`config.mk`:
```
export PLATFORM = sky130hd
export DESIGN_NAME = int_to_radix_digits
export DESIGN_NICKNAME = d
export VERILOG_FILES = /design/src/ird_pkg.sv /design/src/int_to_radix_digits.sv /design/src/ird_alpha_check.sv /design/src/ird_serial_div.sv
export SDC_FILE = /design/constraint.sdc
export NUM_CORES = 1
export LEC_CHECK = 0
export BUFFER_PORTS_ARGS = -buffer_cell sky130_fd_sc_hd__buf_2
export CAP_MARGIN = 0
export CELL_PAD_IN_SITES_DETAIL_PLACEMENT = 0
export CELL_PAD_IN_SITES_GLOBAL_PLACEMENT = 1
export CORE_MARGIN = 2
export CORE_UTILIZATION = 41
export DETAILED_ROUTE_END_ITERATION = 6
export PLACE_DENSITY_LB_ADDON = 0.1
export SKIP_LAST_GASP = 1
export SLEW_MARGIN = 20
export SYNTH_ARGS = -nofsm -noshare
export SYNTH_HDL_FRONTEND = slang
export SYNTH_SLANG_ARGS = --single-unit
```
`constraint.sdc`:
```
create_clock -name clk -period 12.35 [get_ports clk]
set_input_delay 1.8525 -clock clk [delete_from_list [all_inputs] [get_ports clk]]
set_output_delay 1.8525 -clock clk [all_outputs]
set_load 0.02 [all_outputs]
```
`src/ird_pkg.sv`:
```
// Shared types, constants and helpers for the integer-to-radix-digits block.
`timescale 1ns / 1ps

package ird_pkg;

    localparam int NUM_W        = 32;
    localparam int BASE_W       = 6;
    localparam int STEP_W       = $clog2(NUM_W);
    localparam int ALPHA_WORDS  = 4;
    localparam int ALPHA_IDX_W  = 5;
    localparam int WR_IDX_W     = 3;
    localparam int CFG_DATA_W   = 64;
    localparam int MAX_BASE_DEF = 32;

    localparam logic [WR_IDX_W-1:0] REG_BASE_LEN = 3'd0;
    localparam logic [WR_IDX_W-1:0] REG_ALPHA_0  = 3'd1;
    localparam logic [WR_IDX_W-1:0] REG_ALPHA_1  = 3'd2;
    localparam logic [WR_IDX_W-1:0] REG_ALPHA_2  = 3'd3;
    localparam logic [WR_IDX_W-1:0] REG_ALPHA_3  = 3'd4;

    localparam logic [7:0] CHAR_MINUS = 8'h2D;
    localparam logic [7:0] CHAR_PLUS  = 8'h2B;

    typedef logic [ALPHA_WORDS-1:0][7:0][7:0] alpha_t;

    typedef enum logic [2:0] {
        S_IDLE,
        S_CHECK,
        S_ERR,
        S_DIV,
        S_SIGN,
        S_EMIT
    } state_t;

    typedef struct packed {
        logic done;
        logic err;
    } chk_status_t;

    typedef struct packed {
        logic              done;
        logic [NUM_W-1:0]  quotient;
        logic [BASE_W-1:0] remainder;
    } div_result_t;

    function automatic logic [7:0] alpha_char(alpha_t words, logic [ALPHA_IDX_W-1:0] pos);
        return words[pos[ALPHA_IDX_W-1:3]][pos[2:0]];
    endfunction

endpackage

```
`src/int_to_radix_digits.sv`:
```
// Top level: renders a signed 32-bit number as text in a configured radix and alphabet.
`timescale 1ns / 1ps

// Each accepted number produces one character transfer per output character: a minus sign
// for negatives, then the digits most significant first, the final one marked by last. An
// invalid alphabet (radix below two or above MAX_BASE, a plus or minus sign, or a repeated
// character) yields a single transfer with is_error set and out_char zero. The block handles
// one number at a time. An item goes through the alphabet check (one character per cycle),
// then the bit-serial divider once per digit (one quotient bit per cycle, 32 bits), then the
// output register, which takes a character whenever it is free; in_ready returns as soon as
// the last character sits in the output register.
module int_to_radix_digits #(
    parameter int MAX_BASE = ird_pkg::MAX_BASE_DEF
) (
    input  logic                           clk,
    input  logic                           rst_n,
    input  logic                           wr_en,
    input  logic [ird_pkg::WR_IDX_W-1:0]   wr_index,
    input  logic [ird_pkg::CFG_DATA_W-1:0] wr_data,
    input  logic                           in_valid,
    output logic                           in_ready,
    input  logic signed [ird_pkg::NUM_W-1:0] number,
    output logic                           out_valid,
    input  logic                           out_ready,
    output logic [7:0]                     out_char,
    output logic                           is_error,
    output logic                           last
);
    import ird_pkg::*;

    localparam int DIGIT_W = (MAX_BASE > 2) ? $clog2(MAX_BASE) : 1;
    localparam int CNT_W   = $clog2(NUM_W + 1);

    state_t            state_reg, state_next;
    logic [BASE_W-1:0] base_len_reg;
    alpha_t            alpha_reg;
    logic              neg_reg;
    logic [NUM_W-1:0]  mag_reg;
    logic [NUM_W-1:0][DIGIT_W-1:0] stack_reg, stack_next;
    logic [CNT_W-1:0]  cnt_reg, cnt_next;
    logic              out_valid_reg, out_valid_next;
    logic [7:0]        out_char_reg;
    logic              is_error_reg, last_reg;

    chk_status_t       chk;
    div_result_t       div_res;
    logic              chk_start, div_start;
    logic [NUM_W-1:0]  div_dividend;
    logic              slot_free, push, pop, load_out;
    logic [7:0]        load_char;
    logic              load_err, load_last;
    logic              accept;

    assign slot_free = !out_valid_reg || out_ready;
    assign accept    = in_valid && in_ready;

    ird_alpha_check #(
        .MAX_BASE (MAX_BASE)
    ) u_check (
        .clk      (clk),
        .rst_n    (rst_n),
        .start    (chk_start),
        .base_len (base_len_reg),
        .alphabet (alpha_reg),
        .status   (chk)
    );

    ird_serial_div u_div (
        .clk      (clk),
        .rst_n    (rst_n),
        .start    (div_start),
        .dividend (div_dividend),
        .divisor  (base_len_reg),
        .result   (div_res)
    );

    // Configuration registers; writes to unused indexes fall through.
    always_ff @(posedge clk or negedge rst_n)
    begin
        if (!rst_n)
        begin
            base_len_reg <= '0;
            alpha_reg    <= '0;
        end
        else if (wr_en)
        begin
            case (wr_index)
                REG_BASE_LEN: base_len_reg <= wr_data[BASE_W-1:0];
                REG_ALPHA_0:  alpha_reg[0] <= wr_data;
                REG_ALPHA_1:  alpha_reg[1] <= wr_data;
                REG_ALPHA_2:  alpha_reg[2] <= wr_data;
                REG_ALPHA_3:  alpha_reg[3] <= wr_data;
                default:      ;
            endcase
        end
    end

    always_comb
    begin
        state_next = state_reg;
        case (state_reg)
            S_IDLE:
                if (in_valid)
                    state_next = S_CHECK;
            S_CHECK:
                if (chk.done)
                    state_next = chk.err ? S_ERR : S_DIV;
            S_ERR:
                if (slot_free)
                    state_next = S_IDLE;
            S_DIV:
                if (div_res.done && (div_res.quotient == '0))
                    state_next = neg_reg ? S_SIGN : S_EMIT;
            S_SIGN:
                if (slot_free)
                    state_next = S_EMIT;
            S_EMIT:
                if (slot_free && (cnt_reg == CNT_W'(1)))
                    state_next = S_IDLE;
            default:
                state_next = S_IDLE;
        endcase
    end

    always_comb
    begin
        in_ready     = 1'b0;
        chk_start    = 1'b0;
        div_start    = 1'b0;
        div_dividend = div_res.quotient;
        push         = 1'b0;
        pop          = 1'b0;
        load_out     = 1'b0;
        load_char    = '0;
        load_err     = 1'b0;
        load_last    = 1'b0;
        case (state_reg)
            S_IDLE:
            begin
                in_ready  = 1'b1;
                chk_start = in_valid;
            end
            S_CHECK:
            begin
                div_start    = chk.done && !chk.err;
                div_dividend = mag_reg;
            end
            S_ERR:
            begin
                load_out  = slot_free;
                load_err  = 1'b1;
                load_last = 1'b1;
            end
            S_DIV:
            begin
                push      = div_res.done;
                div_start = div_res.done && (div_res.quotient != '0);
            end
            S_SIGN:
            begin
                load_out  = slot_free;
                load_char = CHAR_MINUS;
            end
            S_EMIT:
            begin
                load_out  = slot_free;
                pop       = slot_free;
                load_char = alpha_char(alpha_reg, ALPHA_IDX_W'(stack_reg[0]));
                load_last = (cnt_reg == CNT_W'(1));
            end
            default: ;
        endcase
    end

    // Digits come out least significant first, so a shift-register stack reverses them.
    always_comb
    begin
        stack_next = stack_reg;
        cnt_next   = cnt_reg;
        if (accept)
            cnt_next = '0;
        else if (push)
        begin
            stack_next = {stack_reg[NUM_W-2:0], div_res.remainder[DIGIT_W-1:0]};
            cnt_next   = CNT_W'(cnt_reg + 1'b1);
        end
        else if (pop)
        begin
            stack_next = stack_reg >> DIGIT_W;
            cnt_next   = CNT_W'(cnt_reg - 1'b1);
        end
    end

    always_comb
    begin
        out_valid_next = out_valid_reg;
        if (load_out)
            out_valid_next = 1'b1;
        else if (out_ready)
            out_valid_next = 1'b0;
    end

    always_ff @(posedge clk or negedge rst_n)
    begin
        if (!rst_n)
        begin
            state_reg     <= S_IDLE;
            cnt_reg       <= '0;
            out_valid_reg <= 1'b0;
        end
        else
        begin
            state_reg     <= state_next;
            cnt_reg       <= cnt_next;
            out_valid_reg <= out_valid_next;
        end
    end

    always_ff @(posedge clk)
    begin
        stack_reg <= stack_next;
        if (accept)
        begin
            neg_reg <= number[NUM_W-1];
            mag_reg <= number[NUM_W-1] ? NUM_W'(-number) : NUM_W'(number);
        end
        if (load_out)
        begin
            out_char_reg <= load_char;
            is_error_reg <= load_err;
            last_reg     <= load_last;
        end
    end

    assign out_valid = out_valid_reg;
    assign out_char  = out_char_reg;
    assign is_error  = is_error_reg;
    assign last      = last_reg;

endmodule

```
`src/ird_alpha_check.sv`:
```
// Serial alphabet check: one character per cycle against the characters before it.
`timescale 1ns / 1ps

module ird_alpha_check #(
    parameter int MAX_BASE = ird_pkg::MAX_BASE_DEF
) (
    input  logic                       clk,
    input  logic                       rst_n,
    input  logic                       start,
    input  logic [ird_pkg::BASE_W-1:0] base_len,
    input  ird_pkg::alpha_t            alphabet,
    output ird_pkg::chk_status_t       status
);
    import ird_pkg::*;

    logic              busy_reg, busy_next;
    logic              done_reg, done_next;
    logic              err_reg, err_next;
    logic [BASE_W-1:0] idx_reg, idx_next;
    logic [7:0]        ch;
    logic              dup;
    logic              bad;
    logic              at_end;

    assign ch = alpha_char(alphabet, idx_reg[ALPHA_IDX_W-1:0]);

    // A repeat shows up as a match against any character earlier in the alphabet.
    always_comb
    begin
        dup = 1'b0;
        for (int j = 0; j < ALPHA_WORDS * 8; j++)
        begin
            if ((BASE_W'(j) < idx_reg) && (alpha_char(alphabet, ALPHA_IDX_W'(j)) == ch))
                dup = 1'b1;
        end
    end

    assign bad    = (ch == CHAR_PLUS) || (ch == CHAR_MINUS) || dup;
    assign at_end = (BASE_W'(idx_reg + 1'b1) == base_len);

    always_comb
    begin
        busy_next = busy_reg;
        done_next = 1'b0;
        err_next  = err_reg;
        idx_next  = idx_reg;
        if (start)
        begin
            idx_next  = '0;
            err_next  = 1'b0;
            if ((base_len < BASE_W'(2)) || (base_len > BASE_W'(MAX_BASE)))
            begin
                done_next = 1'b1;
                err_next  = 1'b1;
            end
            else
            begin
                busy_next = 1'b1;
            end
        end
        else if (busy_reg)
        begin
            idx_next = BASE_W'(idx_reg + 1'b1);
            if (bad || at_end)
            begin
                busy_next = 1'b0;
                done_next = 1'b1;
                err_next  = bad;
            end
        end
    end

    always_ff @(posedge clk or negedge rst_n)
    begin
        if (!rst_n)
        begin
            busy_reg <= 1'b0;
            done_reg <= 1'b0;
            err_reg  <= 1'b0;
            idx_reg  <= '0;
        end
        else
        begin
            busy_reg <= busy_next;
            done_reg <= done_next;
            err_reg  <= err_next;
            idx_reg  <= idx_next;
        end
    end

    assign status.done = done_reg;
    assign status.err  = err_reg;

endmodule

```
`src/ird_serial_div.sv`:
```
// Bit-serial restoring divider: one quotient bit per cycle.
`timescale 1ns / 1ps

module ird_serial_div (
    input  logic                       clk,
    input  logic                       rst_n,
    input  logic                       start,
    input  logic [ird_pkg::NUM_W-1:0]  dividend,
    input  logic [ird_pkg::BASE_W-1:0] divisor,
    output ird_pkg::div_result_t       result
);
    import ird_pkg::*;

    logic              busy_reg, busy_next;
    logic              done_reg, done_next;
    logic [STEP_W-1:0] cnt_reg, cnt_next;
    logic [NUM_W-1:0]  work_reg, work_next;
    logic [BASE_W-1:0] rem_reg, rem_next;
    logic [BASE_W:0]   trial;
    logic              qbit;

    // The partial remainder stays below the divisor, so one extra bit holds the trial.
    assign trial = {rem_reg, work_reg[NUM_W-1]};
    assign qbit  = (trial >= {1'b0, divisor});

    always_comb
    begin
        busy_next = busy_reg;
        done_next = 1'b0;
        cnt_next  = cnt_reg;
        work_next = work_reg;
        rem_next  = rem_reg;
        if (start)
        begin
            busy_next = 1'b1;
            cnt_next  = '0;
            work_next = dividend;
            rem_next  = '0;
        end
        else if (busy_reg)
        begin
            work_next = {work_reg[NUM_W-2:0], qbit};
            rem_next  = qbit ? BASE_W'(trial - {1'b0, divisor}) : BASE_W'(trial);
            cnt_next  = STEP_W'(cnt_reg + 1'b1);
            if (cnt_reg == STEP_W'(NUM_W - 1))
            begin
                busy_next = 1'b0;
                done_next = 1'b1;
            end
        end
    end

    always_ff @(posedge clk or negedge rst_n)
    begin
        if (!rst_n)
        begin
            busy_reg <= 1'b0;
            done_reg <= 1'b0;
            cnt_reg  <= '0;
        end
        else
        begin
            busy_reg <= busy_next;
            done_reg <= done_next;
            cnt_reg  <= cnt_next;
        end
    end

    always_ff @(posedge clk)
    begin
        work_reg <= work_next;
        rem_reg  <= rem_next;
    end

    assign result.done      = done_reg;
    assign result.quotient  = work_reg;
    assign result.remainder = rem_reg;

endmodule

```
# Yosys cells after proc, flatten, opt, wreduce, memory -nomap -nowiden

Index checks and enable logic that the tools add are counted.
W data, S select, Z words.

Register bits after elaboration: 529
Latch bits: 0
RAM bits: 0
Memory bits (read-only): 0
Bits of input ports: 104
Memories kept: 0

Add/subtract/negate cells: 6
Multipliers: 0
Div/mod/pow operators: 0
$lt $le $gt $ge: 39
Eq/ne operators: 54
Shifts and indexed selects: 0
Muxes and demuxes: 91
Bitwise logic cells: 1
Reductions and logical operators: 64

Operators with widths:

| operator              | number |
|---|---|
| $mux W160             | 2 |
| $bmux W64 S2          | 2 |
| $eq A8 B8 Y1          | 32 |
| $mux W64              | 2 |
| $lt A5 B6 Y1 const A  | 16 |
| $mux W32              | 3 |
| $mux W1               | 59 |
| $bmux W8 S3           | 2 |
| $lt A4 B6 Y1 const A  | 8 |
| $logic_and A1 B1 Y1   | 37 |
| $mux W6               | 6 |
| $logic_not A32 Y1     | 1 |
| $neg A32 Y32          | 1 |
| $reduce_bool A32 Y1   | 1 |
| $mux W31              | 1 |
| $lt A3 B6 Y1 const A  | 4 |
| $mux W3               | 6 |
| $pmux W3 S6           | 1 |
| $eq A8 B6 Y1 const B  | 2 |
| $mux W8               | 2 |
| $pmux W8 S2           | 1 |
| $reduce_and A2 Y1     | 8 |
| $add A6 B1 Y6 const B | 2 |
| $eq A3 B2 Y1 const B  | 4 |
| other kinds (27)      | 52 |

# Longest topological paths before layout

Word-level depth: 43
Depth in mapped cells: 17

# Hierarchy

From an unflattened synthesis, not the netlist that was laid out.

Cell total of the unflattened synthesis: 2608
Area total of the unflattened synthesis: 30220.2 um^2

Modules (own cells, without submodules):

| module              | instances | cells an instance | area an instance (um^2) | seq. area each (um^2) |
|---|---|---|---|---|
| int_to_radix_digits | 1         | 1658              | 21684.5                 | 12902.4 |
| ird_alpha_check     | 1         | 777               | 6291.0                  | 225.2 |
| ird_serial_div      | 1         | 173               | 2244.7                  | 1256.2 |

# Worst setup path before layout

Ideal clock, no wire load.

Path type: in2reg
Start: input out_ready
End: register stack_reg[0] (netlist name), enable pin
Setup time: 512 ps
Arrival: 5351 ps
Required time: 11838 ps
Path slack: 6487 ps
Stages on the path: 4
Path buffers: 0
Path through: nor2b_1 -> nor2_1 -> nor2_1 -> inv_1

Cells in the longest elaborated chain, start to end: 4

RTL lines:

| element                             | RTL line                   | source |
|---|---|---|
| start: declaration                  | int_to_radix_digits.sv:24  | `input logic out_ready,` |
| $logic_or A1 B1 Y1                  | int_to_radix_digits.sv:54  | `assign slot_free = !out_valid_reg \|\| out_ready;` |
| $mux W1                             | int_to_radix_digits.sv:137 | `case (state_reg)` |
| $reduce_bool A2 Y1 (no source line) | n/a                        |  |
| $reduce_and A2 Y1 (no source line)  | n/a                        |  |
| end signal: assignment              | int_to_radix_digits.sv:221 | `stack_reg <= stack_next;` |
| end: declaration                    | int_to_radix_digits.sv:39  | `logic [NUM_W-1:0][DIGIT_W-1:0] stack_reg, stack_next;` |

No other way between the ends.
A chain may end at the register's enable or synchronous reset.

# Worst setup path in the final report

Start: register u_check.idx_reg[3]
End: register u_check.busy_reg

Cells in the longest elaborated chain, start to end: 43

RTL lines:

| element                        | RTL line              | source |
|---|---|---|
| start: declaration             | ird_alpha_check.sv:19 | `logic [BASE_W-1:0] idx_reg, idx_next;` |
| start signal: assignment       | ird_alpha_check.sv:87 | `idx_reg <= idx_next;` |
| $bmux W64 S2                   | ird_pkg.sv:47         | `return words[pos[ALPHA_IDX_W-1:3]][pos[2:0]];` |
| $mux W64 (implied by the code) | ird_pkg.sv:47         |  |
| $bmux W8 S3                    | ird_pkg.sv:47         |  |
| $mux W8 (implied by the code)  | ird_pkg.sv:47         |  |
| $eq A8 B8 Y1                   | ird_alpha_check.sv:33 | `if ((BASE_W'(j) < idx_reg) && (alpha_char(alphabet, ALPHA_IDX_W'(j)) == ch))` |
| $logic_and A1 B1 Y1            | ird_alpha_check.sv:33 |  |
| $mux W1 (32 in series)         | ird_alpha_check.sv:33 |  |
| $logic_or A1 B1 Y1             | ird_alpha_check.sv:38 | `assign bad = (ch == CHAR_PLUS) \|\| (ch == CHAR_MINUS) \|\| dup;` |
| $logic_or A1 B1 Y1 *           | ird_alpha_check.sv:64 | `if (bad \|\| at_end)` |
| $mux W1 *                      | ird_alpha_check.sv:64 |  |
| $mux W1 *                      | ird_alpha_check.sv:61 | `else if (busy_reg)` |
| $mux W1 *                      | ird_alpha_check.sv:47 | `if (start)` |
| end signal: assignment         | ird_alpha_check.sv:84 | `busy_reg <= busy_next;` |
| end: declaration               | ird_alpha_check.sv:16 | `logic busy_reg, busy_next;` |

Mark *: on every way between the ends. The rest lies on a longest branch, timed or not. The select of a mux whose other input is x is not followed.

==> impl_metrics.env <==
export IMPL_endpoint_kind="flop"
export IMPL_vias=20300
export IMPL_cts_tree="built"
export IMPL_clkLatencyLatePin_ns=0.64
export IMPL_gp_congestion=0.924
export IMPL_syn_inst=2520
export IMPL_post_cts_resized=0
export IMPL_max_slew_margin_rel=0.248
export IMPL_drv_slew=0
export IMPL_synth_fp_nets=2639
export IMPL_drtIter0Drc=1896
export IMPL_final_cell_mix="nand2_1 (505), mux2_2 (288), dfrtp_1 (287)"
export IMPL_fin_skew_ns=0.0184
export IMPL_final_common_cell="nand2_1"
export IMPL_met3_usage=0.0389
export IMPL_seq_area_frac_synth=0.488
export IMPL_final_setup_tns_ns=0
export IMPL_grt_pass1_wl_um=131000
export IMPL_core_area_mm2=0.0714
export IMPL_root_buffer="clkbuf_16"
export IMPL_grt_ovfl_total=0
export IMPL_cellPowerDensity_mw_per_mm2=245
export IMPL_initial_core_util=0.413
export IMPL_finalCriticalPeriod_ns=5.68
export IMPL_busiest_layer="met1"
export IMPL_path_class="flop to flop"
export IMPL_cts_sinks=529
export IMPL_wl_um=85800
export IMPL_ctsHtreeMaxLevel=2
export IMPL_grt_pass1_vias=20200
export IMPL_antenna_found_initial=5
export IMPL_synth_area_mm2=0.0295
export IMPL_dp_hpwl_um=58100
export IMPL_avgSynthCellArea_um2=11.7
export IMPL_cts_made_buffers=59
export IMPL_via_per_inst=5.66
export IMPL_crit_fanout=63
export IMPL_fillCellCount=6689
export IMPL_path_clk_slew_ns=0.06
export IMPL_nets=2692
export IMPL_rsz0062_at_grt="false"
export IMPL_start_kind="flop"
export IMPL_dr_pass1_iters=5
export IMPL_die_width_um=272
export IMPL_die_h_um=272
export IMPL_ctsHoldBuffers=0
export IMPL_cp_data_required_time_ns=12.93
export IMPL_antenna_left=0
export IMPL_async_flop_share=0.544
export IMPL_setup_ws_ns=6.67
export IMPL_ir_drop_uv=242
export IMPL_outcome="finished clean"
export IMPL_p_leak_nw=12.7
export IMPL_worst_r2r_cell_count=13
export IMPL_fp_row_count=98
export IMPL_grt_use_met1=0.346
export IMPL_syn2layout_area_growth_pct=11.0
export IMPL_port_buffers=115
export IMPL_hold_violations=0
export IMPL_yosys_cell_types_count=58
export IMPL_grt_max_degree=111
export IMPL_largest_reg_flops=256
export IMPL_clock_fmax_mhz=176
export IMPL_tightestPinTransition_ns=1.13
export IMPL_post_cts_buffers=0
export IMPL_setup_viol=0
export IMPL_cts_max_path_buffers=3
export IMPL_synth_edf_count=235
export IMPL_min_path_type="flop to flop"
export IMPL_fin_crit_sh=0.460
export IMPL_ios=116
export IMPL_yosysWarnings=0
export IMPL_cap_violations=0
export IMPL_dieArea_mm2=0.0741
export IMPL_dpl_worst_slack_ns=6.81
export IMPL_hold_depth=2
export IMPL_drive_above_1_share=0.244
export IMPL_post_drt_wl_per_cell_um=24.0
export IMPL_synthFlopType="dfrtp_1"
export IMPL_grt_use_met2=0.344
export IMPL_cp_arrival_ns=6.25
export IMPL_drc=0
export IMPL_synth_seq_cells=529
export IMPL_grtUsageTotal=0.232
-- where the power goes --
group	total [W]	switching, W	internal, W
logic	0.00371	0.00212	0.00160
registers	0.00255	0.000430	0.00212
clock network	0.00175	0.000743	0.00100
total	0.00801	0.00329	0.00472
-- worst max-delay path, cell delays in order, from the launching register on --
cell and delay, ns:
dfrtp_4 1.11, buf_4 0.78, mux2i_1 0.17, a22oi_1 0.22, a21oi_1 0.14, nor4_4 0.71, buf_4 0.52, xnor2_1 0.12
o2111ai_1 0.11, nor4_1 0.09, nor4_1 0.69, nand4_1 0.26, or4_1 0.51, nand2_1 0.07
-- metal layers --
layer	part of all wire	up-vias
li1	-	9140
met1	0.47	10300
met2	0.44	643
met3	0.062	127
met4	0.027	8
met5	0.00048	-
-- through the flow --
step	hold slack, ns	instance area (um2)	cells	total power [W]	util
final	0.469	32700	3575	0.00801	0.459
after global routing	0.488	32700	3574	0.00841	0.459
after CTS	0.472	32700	3573	0.00800	0.458
after detailed placement	0.463	30800	3462	0.00620	0.431
after global placement	0.459	30700	3461	0.00621	0.431
after floorplan	0.445	29500	2520	0.00528	-
-- worst paths after layout --
path | endpoint | slack, ns | start
setup reg to reg | u_check.busy_reg | 6.67 | u_check.idx_reg[3]
max in group asynchronous | cnt_reg[5] | 9.63 | rst_n
min in group asynchronous | alpha_reg[23] | 1.22 | rst_n
setup / recovery | u_check.busy_reg | 6.67 | u_check.idx_reg[3]
hold / removal | u_div.rem_reg[5] | 0.47 | u_div.rem_reg[5]
hold reg to reg | u_div.rem_reg[5] | 0.47 | u_div.rem_reg[5]
-- cells by family (layout without fill, tap and decap cells) --
logic type,after synthesis,after routing,share of synthesized area
AND/OR/NAND/NOR,762,762,0.116
flip-flops,529,529,0.488
multiplexers,509,509,0.219
XOR/XNOR,306,306,0.0909
AO/OA/AOI/OAI,211,211,0.0459
buffers and inverters,188,291,0.0341
adder cells (fa/ha/maj),15,15,0.00662
other,0,2,0
-- cell usage after synthesis (35+ instances only) --
| cell type | count | area share |
|---|---|---|
| mux4_2 | 80 | 0.061 |
| a22oi_1 | 65 | 0.017 |
| nor2_1 | 53 | 0.0067 |
| a21oi_1 | 61 | 0.010 |
| clkbuf_1 | 101 | 0.013 |
| edfxtp_1 | 235 | 0.24 |
| nand2_1 | 505 | 0.064 |
| xnor2_1 | 253 | 0.075 |
| nand4_1 | 38 | 0.0081 |
| mux2i_1 | 141 | 0.048 |
| mux2_2 | 288 | 0.11 |
| nor4_1 | 38 | 0.0081 |
| nand3_1 | 37 | 0.0063 |
| o21ai_0 | 35 | 0.0059 |
| xor2_1 | 53 | 0.016 |
| dfrtp_1 | 288 | 0.24 |
-- final cells by class --
class / count / area, um2 / share of cell area
timing repair buffer: 159 / 947 / 0.0289
clock inverter: 31 / 323 / 0.00986
multi-input combinational: 1803 / 14200 / 0.433
antenna: 2 / 5.00 / 0.000153
inverter: 21 / 83.8 / 0.00256
tap: 950 / 1190 / 0.0363
sequential: 529 / 14400 / 0.440
clock buffer: 80 / 1620 / 0.0494
No activity file was read; power rests on OpenSTA's default activity.
